## src/sv/ahm_pkg.sv

```systemverilog
`timescale 1ns / 1ps

package ahm_pkg;

    localparam int ADDR_BITS     = 48;
    localparam int CMD_BITS      = 3;
    localparam int IDX_BITS      = 13;
    localparam int LEVEL_BITS    = 8;
    localparam int BIN_COUNT     = 8192;
    localparam int BIN_BITS      = $clog2(BIN_COUNT);
    localparam int GRANULE_SHIFT = 12;
    localparam int COUNT_BITS    = 32;
    localparam int CHANNELS      = 3;
    localparam int WIN_BITS      = GRANULE_SHIFT + BIN_BITS;

    localparam logic [COUNT_BITS-1:0] COUNT_MAX  = '1;
    localparam logic [LEVEL_BITS-1:0] FULL_LEVEL = 8'd255;
    localparam logic [ADDR_BITS-1:0]  BASE_RESET = 48'd3238002688;

    localparam logic [CMD_BITS-1:0] CMD_FETCH   = 3'd0;
    localparam logic [CMD_BITS-1:0] CMD_LOAD    = 3'd1;
    localparam logic [CMD_BITS-1:0] CMD_STORE   = 3'd2;
    localparam logic [CMD_BITS-1:0] CMD_READOUT = 3'd3;
    localparam logic [CMD_BITS-1:0] CMD_END_ROW = 3'd4;

    localparam logic [1:0] CH_FETCH = 2'd0;
    localparam logic [1:0] CH_STORE = 2'd2;

    typedef logic [COUNT_BITS-1:0] count_t;
    typedef logic [CHANNELS-1:0][COUNT_BITS-1:0] row_t;

    typedef struct packed {
        logic   start;
        count_t count;
        count_t peak;
    } div_req_t;

    typedef struct packed {
        logic                  done;
        logic [LEVEL_BITS-1:0] level;
    } div_rsp_t;

endpackage

```

## src/sv/ahm_divider.sv

```systemverilog
`timescale 1ns / 1ps

// level = min(255, floor(count * 255 / peak)), or 0 when peak is zero; one quotient bit a cycle
module ahm_divider
(
    input  logic              clk,
    input  logic              rst_n,
    input  ahm_pkg::div_req_t req,
    output ahm_pkg::div_rsp_t rsp
);

    localparam int PW = ahm_pkg::COUNT_BITS + ahm_pkg::LEVEL_BITS;

    logic                                busy_reg, busy_next;
    logic                                done_reg, done_next;
    logic [2:0]                          step_reg, step_next;
    ahm_pkg::count_t                     rem_reg, rem_next;
    ahm_pkg::count_t                     div_reg, div_next;
    logic [ahm_pkg::LEVEL_BITS-1:0]      low_reg, low_next;
    logic [ahm_pkg::LEVEL_BITS-1:0]      q_reg, q_next;
    logic [PW-1:0]                       prod;
    logic [ahm_pkg::COUNT_BITS:0]        trial;
    logic [ahm_pkg::COUNT_BITS:0]        diff;

    assign prod  = {req.count, {ahm_pkg::LEVEL_BITS{1'b0}}}
                 - {{ahm_pkg::LEVEL_BITS{1'b0}}, req.count};
    assign trial = {rem_reg, low_reg[ahm_pkg::LEVEL_BITS-1]};
    assign diff  = trial - {1'b0, div_reg};

    always_comb
    begin
        busy_next = busy_reg;
        done_next = 1'b0;
        step_next = step_reg;
        rem_next  = rem_reg;
        div_next  = div_reg;
        low_next  = low_reg;
        q_next    = q_reg;
        if (req.start)
        begin
            div_next = req.peak;
            if (req.peak == '0)
            begin
                q_next    = '0;
                done_next = 1'b1;
            end
            else if (req.count >= req.peak)
            begin
                q_next    = ahm_pkg::FULL_LEVEL;
                done_next = 1'b1;
            end
            else
            begin
                busy_next = 1'b1;
                step_next = '0;
                rem_next  = prod[PW-1:ahm_pkg::LEVEL_BITS];
                low_next  = prod[ahm_pkg::LEVEL_BITS-1:0];
                q_next    = '0;
            end
        end
        else if (busy_reg)
        begin
            if (!diff[ahm_pkg::COUNT_BITS])
            begin
                rem_next = diff[ahm_pkg::COUNT_BITS-1:0];
                q_next   = {q_reg[ahm_pkg::LEVEL_BITS-2:0], 1'b1};
            end
            else
            begin
                rem_next = trial[ahm_pkg::COUNT_BITS-1:0];
                q_next   = {q_reg[ahm_pkg::LEVEL_BITS-2:0], 1'b0};
            end
            low_next  = {low_reg[ahm_pkg::LEVEL_BITS-2:0], 1'b0};
            step_next = step_reg + 3'd1;
            if (step_reg == 3'd7)
            begin
                busy_next = 1'b0;
                done_next = 1'b1;
            end
        end
    end

    always_ff @(posedge clk or negedge rst_n)
    begin
        if (!rst_n)
        begin
            busy_reg <= 1'b0;
            done_reg <= 1'b0;
            step_reg <= '0;
        end
        else
        begin
            busy_reg <= busy_next;
            done_reg <= done_next;
            step_reg <= step_next;
        end
    end

    always_ff @(posedge clk)
    begin
        rem_reg <= rem_next;
        div_reg <= div_next;
        low_reg <= low_next;
        q_reg   <= q_next;
    end

    assign rsp.done  = done_reg;
    assign rsp.level = q_reg;

endmodule

```

## config.mk

```make
export PLATFORM = sky130hd
export DESIGN_NAME = ahm_divider
export DESIGN_NICKNAME = d
export VERILOG_FILES = /design/src/sv/ahm_pkg.sv /design/src/sv/ahm_divider.sv
export SDC_FILE = /design/constraint.sdc
export NUM_CORES = 1
export LEC_CHECK = 0
export BUFFER_PORTS_ARGS = -buffer_cell sky130_fd_sc_hd__buf_2
export CAP_MARGIN = 10
export CORE_ASPECT_RATIO = 0.6
export CORE_MARGIN = 1
export CORE_UTILIZATION = 36
export DETAILED_ROUTE_END_ITERATION = 8
export SYNTH_ARGS = -nofsm -noshare
export SYNTH_HDL_FRONTEND = slang
export SYNTH_SLANG_ARGS = --single-unit
```

## constraint.sdc

```tcl
create_clock -name clk -period 3.8 [get_ports clk]
set_input_delay 0.76 -clock clk [delete_from_list [all_inputs] [get_ports clk]]
set_output_delay 0.76 -clock clk [all_outputs]
set_load 0.02 [all_outputs]
```

* Yosys cells after proc, flatten, opt, wreduce, memory -nomap -nowiden *
Cells that the tools add are included.
Widths: inputs -> output; s select.

storage, ports and cells
  bits in registers = 85
  input bits = 67
  output and inout bits = 9
  word-level logic and storage cells = 46

operators by class
  $add $sub $neg = 3
  $lt $le $gt $ge = 1
  equality and inequality tests = 3
  muxes and demuxes = 28
  reductions and logical operators = 4

operator list
  cell                 number
  $mux 32              5
  $mux 8               8
  $sub 40x32->40       1
  $sub 33x32->33       1
  $ge 32x32->1         1
  $logic_not 32->1     1
  $mux 3               4
  $mux 1               11
  $ne 2x2->1 const B   2
  $add 3x1->3 const B  1
  $eq 3x3->1 const B   1
  $reduce_and 3->1     1
  $reduce_and 2->1     1
  $reduce_bool 2->1    1

* Depth between registers and ports, before layout *
Gate-level depths: netlist of run 1.

  depth in word-level cells = 4
  gate-level depth with buffers = 14
  mapped depth without buffers = 12

* Worst setup path before layout of run 1 *
OpenSTA, ideal clock, no wires.

  path type = input-to-reg
  from = input port req[32] (netlist name)
  to = register low_reg[0] (netlist name) (enable)
  library setup time = 0.404 ns
  data arrival time = 3.475 ns
  data required time = 3.396 ns
  path slack = -0.079 ns
  stages on the path = 11
  buffers on the path = 0
  path through = inv_1 ha_1 nand2b_1 a21o_1 a21o_1 a21o_1 a21oi_1 o211ai_1 a21o_1 a31oi_1 nand2b_1

on the way
  word-level cells in the longest chain between the ends = 3

ends and longest elaborated chain
  what                               RTL line            RTL
  start: declaration                 ahm_divider.sv:8    input ahm_pkg::div_req_t req,
  $ge 32x32->1                       ahm_divider.sv:47   else if (req.count >= req.peak)
  $ne 2x2->1 (no source line)        -
  $reduce_and 3->1 (no source line)  -
  end signal: assignment             ahm_divider.sv:103  low_reg <= low_next;
  end: declaration                   ahm_divider.sv:19   logic [ahm_pkg::LEVEL_BITS-1:0] low_reg, low_next;

No other way between the ends.
A chain may end at the register's enable or synchronous reset.

* Final worst setup path of run 1 *
  from = register div_reg[0]
  to = register rem_reg[28] (data pin)

on the way
  word-level cells in the longest chain between the ends = 4

ends and longest elaborated chain
  what                      RTL line            RTL
  start: declaration        ahm_divider.sv:18   ahm_pkg::count_t div_reg, div_next;
  start signal: assignment  ahm_divider.sv:102  div_reg <= div_next;
  $sub 33x32->33            ahm_divider.sv:28   assign diff = trial - {1'b0, div_reg};
  $mux 32                   ahm_divider.sv:63   if (!diff[ahm_pkg::COUNT_BITS])
  $mux 32                   ahm_divider.sv:61   else if (busy_reg)
  $mux 32                   ahm_divider.sv:39   if (req.start)
  named net rem_next[28]    ahm_divider.sv:17   ahm_pkg::count_t rem_reg, rem_next;
  end signal: assignment    ahm_divider.sv:101  rem_reg <= rem_next;
  end: declaration          ahm_divider.sv:17

The timed path passes the listed nets, and every way through them passes these cells. The select of a mux whose other input is x is not followed.

==> results of run 1 <==
## critical path: cells and delay by family (launching register included)
family	cells	cell delay (ns)
compound gates	4	1.38
fa+ha+maj	2	0.64
flops	1	0.38
simple gates	2	0.37
mux	2	0.28
xor+xnor	1	0.14
## per-stage QoR
step	area, um2	setup slack [ns]
floorplan	7950	0.353
global placement	8710	0.256
detailed placement	8710	0.220
CTS	9010	0.367
global route	9010	0.150
finish	9010	0.345
## power by group through the flow
stage	logic [mW]	clock network [mW]	registers [mW]
final	3.25	0.892	1.48
after CTS	3.21	0.914	1.48
after global placement	3.19	0	1.50
after global routing	3.57	0.948	1.51
after detailed placement	3.18	0	1.50
after floorplan	2.41	0	1.47
## cell type report
cell class              count  area (um2)  area share, %
inverters                 109         409           4.54
multi-input cells         669        4910           54.5
clock buffers               9         225           2.50
repair buffers             90         515           5.72
clock inverters             7        73.8          0.819
well taps                 279         349           3.87
flip-flops and latches     85        2530           28.0
## per-layer routing
| metal | global-route usage (%) | vias up | routed length (um) |
|---|---|---|---|
| met5 | 0 | - | 0 |
| met4 | 4.48 | 0 | 253 |
| met3 | 4.38 | 11 | 1400 |
| met2 | 26.9 | 176 | 8330 |
| met1 | 32.0 | 3112 | 12400 |
| li1 | - | 3371 | - |
## logic make-up (layout without fill, tap and decap cells)
logic type | after synthesis | after routing
and+or+nand+nor | 233 | 233
AOI/OAI and AO/OA | 233 | 233
adders and majority gates | 92 | 92
muxes | 49 | 49
buffers and inverters | 129 | 215
xor gates and xnor gates | 62 | 62
DFF | 85 | 85
## how the worst min path moves through the flow
stage	to	from	cells past startpoint	slack [ns]
after CTS	step_reg[1]	rst_n	1	0.20
after floorplan	busy_reg	rst_n	0	0.46
after detailed placement	busy_reg	busy_reg	1	0.52
final	step_reg[1]	rst_n	1	0.21
after global routing	step_reg[0]	rst_n	1	0.20
after global placement	step_reg[1]	step_reg[1]	2	0.51
## cells in the final DEF, fill, tap and decap left out, types with 27 or more instances in the layout
| master | count |
|---|---|
| sky130_fd_sc_hd__o21ai_0 | 44 |
| sky130_fd_sc_hd__a21oi_1 | 57 |
| sky130_fd_sc_hd__nor2_1 | 47 |
| sky130_fd_sc_hd__nand2_1 | 59 |
| sky130_fd_sc_hd__nand3_1 | 27 |
| sky130_fd_sc_hd__mux2i_1 | 40 |
| sky130_fd_sc_hd__a21o_1 | 47 |
| sky130_fd_sc_hd__xnor2_1 | 48 |
| sky130_fd_sc_hd__inv_1 | 109 |
| sky130_fd_sc_hd__buf_2 | 74 |
| sky130_fd_sc_hd__ha_1 | 91 |
| sky130_fd_sc_hd__edfxtp_1 | 80 |
==> impl.org, run 1 <==
** Logic synthesis
- In this run the biggest area consumer among cell types represents 30.2% of the synthesized area.
- Flip-flop cell with the highest count after synthesis :: sky130_fd_sc_hd__edfxtp_1
- Synth area leader :: sky130_fd_sc_hd__edfxtp_1
- By area the synthesized netlist is led by sky130_fd_sc_hd__edfxtp_1, sky130_fd_sc_hd__ha_1, sky130_fd_sc_hd__xnor2_1.
- Post-synthesis cell count :: 883
- After synthesis, flip-flops and latches occupy 31.8% of the total area.
- FF+latch count, synth :: 85
- Number of enable-type register cells in the synthesized netlist :: 80
- Post-synthesis share of cell area spent on and, or, nand and nor gates :: 14.9%
- In the post-synthesis netlist, the cell with the most instances is sky130_fd_sc_hd__inv_1.
- Yosys mapped the design onto 65 distinct sky130hd cell types.
- After Yosys synthesis, full adders, half adders and majority gates account for 14.6% of the synthesized area.
- Mean Syn Cell Area :: 9.00 um2
- Cell area after synthesis :: 7950 um2
- Multiplexer share of the synthesized area :: 6.41%
- Warnings from Yosys :: 0
- Asr flop ratio synth :: 5.88%
- By count the netlist is led by sky130_fd_sc_hd__inv_1, sky130_fd_sc_hd__ha_1, sky130_fd_sc_hd__edfxtp_1, sky130_fd_sc_hd__nand2_1, sky130_fd_sc_hd__a21oi_1.
- Dominant combinational cell family by area after synthesis :: compound AO/OA/AOI/OAI gates
- When the netlist entered floorplanning its net count stood at 1042.
- Xor-xnor portion of the synthesized cell area :: 6.83%
- Share of the synthesized area in compound gates (AO/OA/AOI/OAI) :: 19.1%

** Setup path
- Worst reg-to-reg setup slack :: 0.35 ns
- At the worst endpoint, the required time is 3.89 ns.
- Crit path max-delay cell type :: sky130_fd_sc_hd__o311ai_0
- Critical Path, Cell by Cell :: ha_1, fa_1, nand2b_1, a21oi_2, o2111ai_1, nand3_1, o211ai_1, o311ai_0, xor2_1, mux2i_1, mux2i_1
- End of the critical path :: rem_reg[28]
- In this design, the critical path's most frequently occurring cell is sky130_fd_sc_hd__mux2i_1.
- Reg-to-reg critical path endpoint :: rem_reg[28]
- At the worst endpoint, the arrival time is 3.55 ns.
- Beginning of the critical path :: div_reg[0]
- The worst register-to-register path has a depth of 11.
- CP Class :: register to register
- CP endpoint kind :: register
- Reg2Reg Launch Point :: div_reg[0]
- The worst setup path is launched from a register.
- Of all nets on the critical path, the largest fanout is 4.
- In this design, the stage delay of the slowest critical-path cell is 0.65 ns.

** CTS
- In this run the deepest clock path goes through 2 buffers.
- Total number of clock tree sinks :: 85
- Clock tree from TritonCTS :: built
- Post-CTS resize count :: 0
- Post-CTS timing repair inserted 0 buffers for setup.
- Buffers inserted to repair hold after CTS numbered 0.
- Clock slew at reported path FFs :: 0.07 ns
- Max H-tree Level :: 3
- Insertion delay to the later sink of the worst-skew pair :: 0.36 ns
- The root buffer cell chosen for the clock tree is sky130_fd_sc_hd__clkbuf_16.
- CTS Buf Count :: 9

** Outcome
- Status :: finished clean

** Floorplan
- For this configuration, the core starts out at a cell density of 37.2%.
- The initialized floorplan defines 41 standard-cell rows.
- The floorplan step set the die height to 117 um.
- I/O pins :: 76
- Die W :: 194 um
- CORE AREA :: 21300 um2
- Die outline area :: 22700 um2

** Global routing
- Overall routing resource usage :: 20.2%
- Pin count of the biggest net entering global routing :: 61
- Initial antenna violation count :: 0
- For this run the aggregate overflow at the end of global routing stands at 0.
- The via count of the first global-routing pass is 6082.
- The first global-routing pass estimated 34.9 mm of wire.

** Drt
- Average detailed-routed wire length per instance :: 18.0 um
- In the routed layout, each cell is associated on average with a via count of 5.34.
- For this block, the initial DRC count from the detailed router was 689.
- Number of nets still failing antenna checks after routing :: 0
- DR vias :: 6670
- Number of iterations in the first detailed-routing pass :: 5
- DRT Wirelength :: 22.4 mm
- In the routed design, unresolved DRC markers number 0.

** Cells and area
- Final core utilization :: 42.2%
- Inserted Diodes :: 0
- Growth of design area from synthesis to finish :: 13.4%
- Fill cell instance count of the final layout :: 2136
- Ratio of cells with drive above 1 in the final layout :: 14.0%
- The final layout contains 1123 nets.
- Non-filler instance count after layout :: 1248

** Timing
- Top achievable clock speed :: 0.289 GHz
- Final setup skew :: 0.00771 ns
- Period utilisation layout :: 90.9%
- RSZ-0062 raised after global routing :: no
- After layout, the minimum clock period comes to 3.45 ns.
- The max-slew violation count was 0.
- Worst Max-Slew Pin Slew :: 0.704 ns
- In this run the tightest slew margin relative to its limit is 53.0%.
- Total Neg Setup Slack :: 0 ns
- On the final layout, the worst hold slack is 0.209 ns.
- Final-report setup violation count :: 0
- Number of hold-slack violations in the final timing report :: 0

** Power
- Logic pwr share :: 57.8%
- Cell leakage power :: 4.21 nW
- Net switching is 43.6% of the power.
- Internal power comes to 3.17 mW.
- Per report_power, the clock group accounts for 15.9% of the total.
- NetSw :: 2.45 mW
- IR analysis of the VDD net gives a maximum drop of 249 uV.
- Power spread over the standard cell area amounts to 624 nW/um2.
- Part of the power in registers :: 26.4%
- Overall power consumption after layout is estimated at 5.62 mW.

** Place
- After legalization and detailed placement, the total HPWL measured 18.3 mm.
- The number of placed instances, taps included, is 1232.
- Number of port buffers :: 75
- Final weighted congestion in routability-driven placement :: 0.898

** Run
- Max-capacitance violation count :: 0

** Hold path
- Worst min-delay path category :: primary input to async pin
Power figures use the tool's default switching activity.
==> inputs of run 2 (changes only) <==
REMOVE_ABC_BUFFERS = 1   (was default)
clock period = 4.1 ns   (was 3.8 ns; I/O delays follow)
==> run 2 against run 1 <==
Wire length up 2.8%. Critical path depth down 1. Largest cell class unchanged. Die area unchanged. Cell count down 0.72%. Combinational power down 7.7%. Sequential power down 7%.
==> impl.org, run 2 (synthesis results as in run 1) <==
** Setup path
- The worst register-to-register path has a depth of 10.
- The worst register-to-register path ends at rem_reg[31].
- Reg2Reg Launch Point :: rem_reg[7]
- Beginning of the critical path :: rem_reg[7]
- By startpoint and endpoint, the worst setup path is classified as register to register.
- STA classifies the critical path endpoint as a register.
- End of the critical path :: rem_reg[31]
- STA classifies the critical path startpoint as a register.
- Required time reported for the critical path endpoint :: 4.30 ns
- In this run the worst path has a maximum fanout of 5.
- Data on the critical path arrives at its endpoint at 3.72 ns.
- In this run the register-to-register setup slack is 0.58 ns.

** Timing
- Final-report setup violation count :: 0
- Post-route minimum period :: 3.52 ns
- At the pin with the least slew margin, the transition time is 1.10 ns.
- Pins Over Slew Limit :: 0
- Measured against its own limit, the worst slew margin works out to 26.7%.
- Setup repair after global routing left no endpoint under its margin.
- Period utilisation layout :: 85.8%
- On the final layout, the worst clock skew is 0.0160 ns.
- The number of failing hold endpoints at the final stage is 0.
- Top achievable clock speed :: 0.284 GHz

** CTS
- TritonCTS built the clock tree.
- Max H-tree Level :: 3
- For this design, the CTS-stage hold fixing added 0 buffers.
- The clock passes through at most 2 buffers.
- In this run the clock root is driven by a sky130_fd_sc_hd__clkbuf_16.
- Clock-pin slew was measured on the worst setup and hold paths at 0.07 ns.
- Insertion delay to the later sink of the worst-skew pair :: 0.36 ns
- Total number of clock tree sinks :: 85
- The number of gates resized after CTS was 0.
- CTS Buf Count :: 9
- Once the clock tree was built, the setup fixing pass inserted 0 buffers.

** Floorplan
- Once the floorplan was initialized, standard cells occupied 37.2% of the core.
- In this run the standard cell core region covers 21300 um2.
- Die W :: 194 um
- Measured along the y axis, the die boundary spans 117 um.
- Die outline area :: 22700 um2
- Pin placement for this block handled 76 I/O pins.
- In this run the core area contains 41 standard-cell rows.

** Power
- Cell leakage power :: 4.17 nW
- Power spread over the standard cell area amounts to 585 nW/um2.
- Overall power :: 5.23 mW
- The worst-case IR drop observed on VDD is 301 uV.

** Cells and area
- Most common library cell in the layout ignoring fill and taps :: sky130_fd_sc_hd__inv_1
- Highest-count cells in the layout ignoring fill and taps :: sky130_fd_sc_hd__inv_1, sky130_fd_sc_hd__ha_1, sky130_fd_sc_hd__edfxtp_1, sky130_fd_sc_hd__buf_2, sky130_fd_sc_hd__nand2_1
- Registers take 2530 um2.
- The multi-input combinational cells in the finished layout cover a total of 4910 um2.
- Relative to the synthesized area, the layout overhead comes to 12.5%.
- Inserted Diodes :: 0
- Fill cell instance count of the final layout :: 2204
- After the flow finishes, the layout carries non-filler instances totaling 1239.
- Of the cells placed in the final design, the portion with a size suffix greater than 1 is 12.9%.
- Cells fill 41.9% of the core in the end.
- Post-layout net count :: 1114

** Drt
- DRT Wirelength :: 23.1 mm
- The first routing iteration left 608 violations.
- After detailed routing, the number of remaining DRC violations is 0.
- Summed over all nets, wire length on met3 after detailed routing comes to 1.57 mm.
- Met2 wirelength from detailed routing :: 8.81 mm
- The routed layout has 6739 vias.
- Met1 Routed Length :: 12.4 mm
- Detail-routed via count per cell :: 5.44
- Highest metal layer used by the detailed router :: met4
- After detailed routing, the average wire length per cell comes to 18.6 um.
- Number of iterations in the first detailed-routing pass :: 5
- Once detail routing completed, the nets flagged for antenna violations numbered 0.

** Global routing
- For this run the aggregate overflow at the end of global routing stands at 0.
- Number of global-route vias before repair :: 6172
- Entering global routing, the biggest net connects 91 pins.
- Global routing used 20.7% of the available tracks.
- The number of antenna violations at the first check in global routing came to 0.
- The first global-routing pass estimated 35.4 mm of wire.

** Place
- The count of buffers added on input and output ports is 75.
- Final weighted congestion in routability-driven placement :: 0.927
- Final HPWL DP :: 18.3 mm
- The number of placed instances, taps included, is 1223.

** Outcome
- The flow ran to the end, and the final reports show no timing, DRC or antenna violations.

** Hold path
- The path class of the tightest hold or removal check is primary input to async pin.

** Run
- The tool flagged a number of max-cap violations equal to 0.
run 2: cell type report:
class | instances | area share, %
multi-input combinational | 669 | 54.9
sequential | 85 | 28.3
timing repair buffer | 81 | 5.01
inverter | 109 | 4.58
tap | 279 | 3.90
clock buffer | 13 | 2.80
clock inverter | 3 | 0.490
run 2: how the worst min path moves through the flow:
stage                  end  slack, ns  startpoint
3_5_place_dp      busy_reg       0.51    busy_reg
2_1_floorplan     busy_reg       0.49    busy_reg
4_1_cts        step_reg[1]       0.25       rst_n
3_3_place_gp      busy_reg       0.51    busy_reg
6_report          done_reg       0.26       rst_n
5_1_grt        step_reg[2]       0.26       rst_n
run 2: critical path, stage by stage, from the launching register on:
cell and delay [ns]:
sky130_fd_sc_hd__edfxtp_1 0.39, sky130_fd_sc_hd__ha_1 0.40, sky130_fd_sc_hd__and3_1 0.27, sky130_fd_sc_hd__nand2_1 0.07, sky130_fd_sc_hd__a21oi_1 0.33, sky130_fd_sc_hd__o211ai_1 0.26, sky130_fd_sc_hd__a21oi_1 0.51, sky130_fd_sc_hd__nor4_1 0.10
sky130_fd_sc_hd__a2111oi_0 0.71, sky130_fd_sc_hd__mux2i_1 0.16, sky130_fd_sc_hd__mux2i_1 0.16
run 2: report_power, final:
part / leakage [nW] / total [mW] / internal (mW) / switching (mW)
combinational: 3.15 / 3.00 / 1.25 / 1.75
clock: 0.144 / 0.858 / 0.492 / 0.367
sequential: 0.867 / 1.37 / 1.24 / 0.122
run 2: per-stage QoR:
step                      hold WS (ns)  TNS [ns]  cell area (um2)  setup slack [ns]
after floorplan                  0.487    -34.08             7840             -1.20
after global placement           0.509         0             8650             0.414
after detailed placement         0.513         0             8650             0.393
after CTS                        0.253         0             8940             0.640
after global routing             0.264         0             8940             0.307
final                            0.263         0             8940             0.583
run 2: per-layer routing:
| layer | vias up | global-route usage, % |
|---|---|---|
| li1 | 3345 | - |
| met1 | 3162 | 32.5 |
| met2 | 216 | 28.5 |
| met3 | 16 | 3.32 |
| met4 | 0 | 5.28 |
| met5 | - | 0 |
==> inputs of run 3 (changes only) <==
CORE_UTILIZATION = 50   (was 36)
CTS_BUF_LIST = sky130_fd_sc_hd__clkbuf_8 sky130_fd_sc_hd__clkbuf_16   (was default)
PLACE_DENSITY = 0.69   (was default)
==> run 3 against run 2 <==
Hold slack gained 0.016 ns. Non-clock buffer count unchanged. Sequential share of layout area is 0.24 points higher. Combinational power is essentially flat. Wire length shrank 6.0%. Utilization rose by 16 points. Cell count fell by 6.1%. Sequential power about the same. Cell area decreased by 0.83%. Fmax down 0.43%. Register-to-register slack got worse by 0.02 ns. Clock power is 5.7% higher. Critical endpoint is now rem_reg[20]. Highest routed layer unchanged.
==> impl.org, run 3 (synthesis results as in run 1) <==
** Power
- Cell leakage power :: 4.17 nW
- Switch share :: 42.3%
- Logic pwr share :: 56.6%
- Internal power component :: 3.03 mW
- Part of the power in registers :: 26.1%
- For this design the total switching power over the nets is 2.23 mW.
- For this design the ratio of total power to cell area is 593 nW/um2.
- Per report_power, the clock group accounts for 17.2% of the total.
- Overall power consumption after layout is estimated at 5.26 mW.
- Worst vdd ir :: 635 uV

** CTS
- Total of hold buffers inserted after clock tree synthesis :: 0
- Total number of clock tree sinks :: 85
- Count of buffers added by post-CTS timing repair for setup :: 0
- CTS Buf Count :: 9
- Clock tree from TritonCTS :: built
- After clock tree synthesis, the repair step resized 0 gates.
- Insertion delay to the later sink of the worst-skew pair :: 0.34 ns
- The root buffer cell chosen for the clock tree is sky130_fd_sc_hd__clkbuf_16.
- Clock slew at reported path FFs :: 0.07 ns
- The longest clock path from root to sink contains 2 buffers.
- Max H-tree Level :: 3

** Timing
- The number of failing hold endpoints at the final stage came to 0.
- Final-report setup violation count :: 0
- Worst Max-Slew Pin Slew :: 0.888 ns
- The max-slew violation count came to 0.
- Period utilisation layout :: 86.2%
- Static timing analysis puts the maximum clock frequency at 0.283 GHz.
- Worst relative slew slack :: 40.8%
- Counting I/O delays and the setup requirement, the final critical path takes 3.53 ns.
- After layout, the worst setup slack is 0.567 ns.
- RSZ-0062 raised after global routing :: no
- Final setup skew :: 0.0126 ns

** Outcome
- The flow ran to the end, and the final reports show no timing, DRC or antenna violations.

** Cells and area
- In the layout the commonest cells are sky130_fd_sc_hd__inv_1, sky130_fd_sc_hd__ha_1, sky130_fd_sc_hd__edfxtp_1, sky130_fd_sc_hd__buf_2, sky130_fd_sc_hd__nand2_1.
- After routing the design area is 8870 um2.
- Leaving out fill and tap cells, the most frequent cell in the layout is sky130_fd_sc_hd__inv_1.
- Multi-input combinational cell area :: 4910 um2
- Fill cell instance count of the final layout :: 1414
- The net count of the finished layout is 1114.
- Relative to the synthesized area, the layout overhead comes to 11.6%.
- Of the cells placed in the final design, the portion with a size suffix greater than 1 is 13.2%.
- The number of antenna diodes in the final layout is 0.
- Sequential cell area in the final layout :: 2530 um2
- Non-filler instance count after layout :: 1163

** Floorplan
- The floorplan step set the die width to 165 um.
- The core region is 15400 um2.
- The initialized floorplan defines 35 standard-cell rows.
- Die boundary height :: 99.6 um
- Once the floorplan was initialized, standard cells occupied 51.5% of the core.
- The die covers 16400 um2.
- Pin placement for this block handled 76 I/O pins.

** Drt
- The detailed router placed 6823 vias in this run.
- In this run, the number of DRC markers left after iteration 0 of detailed routing was 613.
- For this block, the routed nets add up to 21.7 mm of wire.
- After detailed routing, the number of vias per cell comes to 5.87.
- The pre-antenna-repair detailed-routing pass consisted of 5 iterations.
- Detailed-route DRC error count :: 0
- Average detailed-routed wire length per instance :: 18.6 um
- Number of nets still failing antenna checks after routing :: 0

** Hold path
- Worst min-delay path category :: primary input to async pin

** Global routing
- Number of global-route vias before repair :: 6182
- After global routing the overflow that remains totals 0.
- Pin count of the biggest net entering global routing :: 73
- The number of antenna violations at the first check in global routing was 0.
- Overall routing resource usage :: 27.6%
- Global-route wire length before repair :: 34.1 mm

** Place
- Detailed placement finished with a half-perimeter wire length of 17.3 mm.
- Routability-driven placement finished with a final weighted congestion of 0.946.
- Including well taps, the total number of placed cells is 1147.
- Area post-placement :: 8540 um2
- The count of buffers added on input and output ports is 75.
- OpenSTA, run right after detailed placement, puts the worst setup slack at 0.409 ns.

** Setup path
- STA classifies the critical path startpoint as a register.
- The worst setup path is of the register to register kind.
- Largest delay contributor family on the critical path :: compound AO/OA/AOI/OAI gates
- Largest driver fanout on the critical path :: 29
- Counting both buffers and inverters, the worst setup path holds a total of 1.
- STA classifies the critical path endpoint as a register.
- Data on the critical path is required at its endpoint by 4.15 ns.
- At the worst endpoint, the arrival time is 3.58 ns.
- The largest single stage delay on the critical path is 0.42 ns.
- The signal on the critical path passes through ha_1, fa_1, nand2b_1, a21oi_2, nor2_2, o21ai_2, a2111oi_4, o21a_1, nor3_2, buf_12, mux2i_1, o21ai_0.
- Crit path max-delay cell type :: sky130_fd_sc_hd__edfxtp_1

** Run
- Max-cap violations in this run came to 0.
==> run 3: layout make-up <==
class / count / share of cell area (%)
clock buffer: 9 / 2.54
sequential: 85 / 28.5
timing repair buffer: 81 / 4.91
inverter: 109 / 4.61
tap: 203 / 2.86
multi-input combinational: 669 / 55.4
clock inverter: 7 / 1.16
==> run 3: through the flow <==
step                TNS [ns]  hold WS (ns)  utilization [%]
global placement           0         0.508             55.4
detailed placement         0         0.519             55.4
global route               0         0.276             57.5
CTS                        0         0.275             57.5
floorplan             -34.08         0.487                -
finish                     0         0.279             57.5
==> run 3: worst paths after layout <==
| check | endpoint | startpoint | slack (ns) | depth (start not counted) |
|---|---|---|---|---|
| min in group clk | step_reg[1] | step_reg[1] | 0.53 | 2 |
| worst max-delay path | rem_reg[20] | div_reg[0] | 0.57 | 12 |
| max in group asynchronous | busy_reg | rst_n | 3.69 | 1 |
| worst max register to register | rem_reg[20] | div_reg[0] | 0.57 | 12 |
| worst min register to register | step_reg[1] | step_reg[1] | 0.53 | 2 |
| worst min-delay path | done_reg | rst_n | 0.28 | 1 |
==> run 3: layer usage <==
metal	track usage, %	wire length [um]
met1	45.1	11300
met2	35.2	8000
met3	6.17	2050
met4	6.28	329
met5	0	0
==> run 3: power groups by stage <==
stage,Combinational (mW),Sequential (mW),Clock (mW)
6_report,2.98,1.38,0.907
5_1_grt,3.26,1.39,0.959
4_1_cts,2.92,1.37,0.922
3_5_place_dp,2.90,1.38,0
3_3_place_gp,2.88,1.38,0
2_1_floorplan,2.20,1.37,0
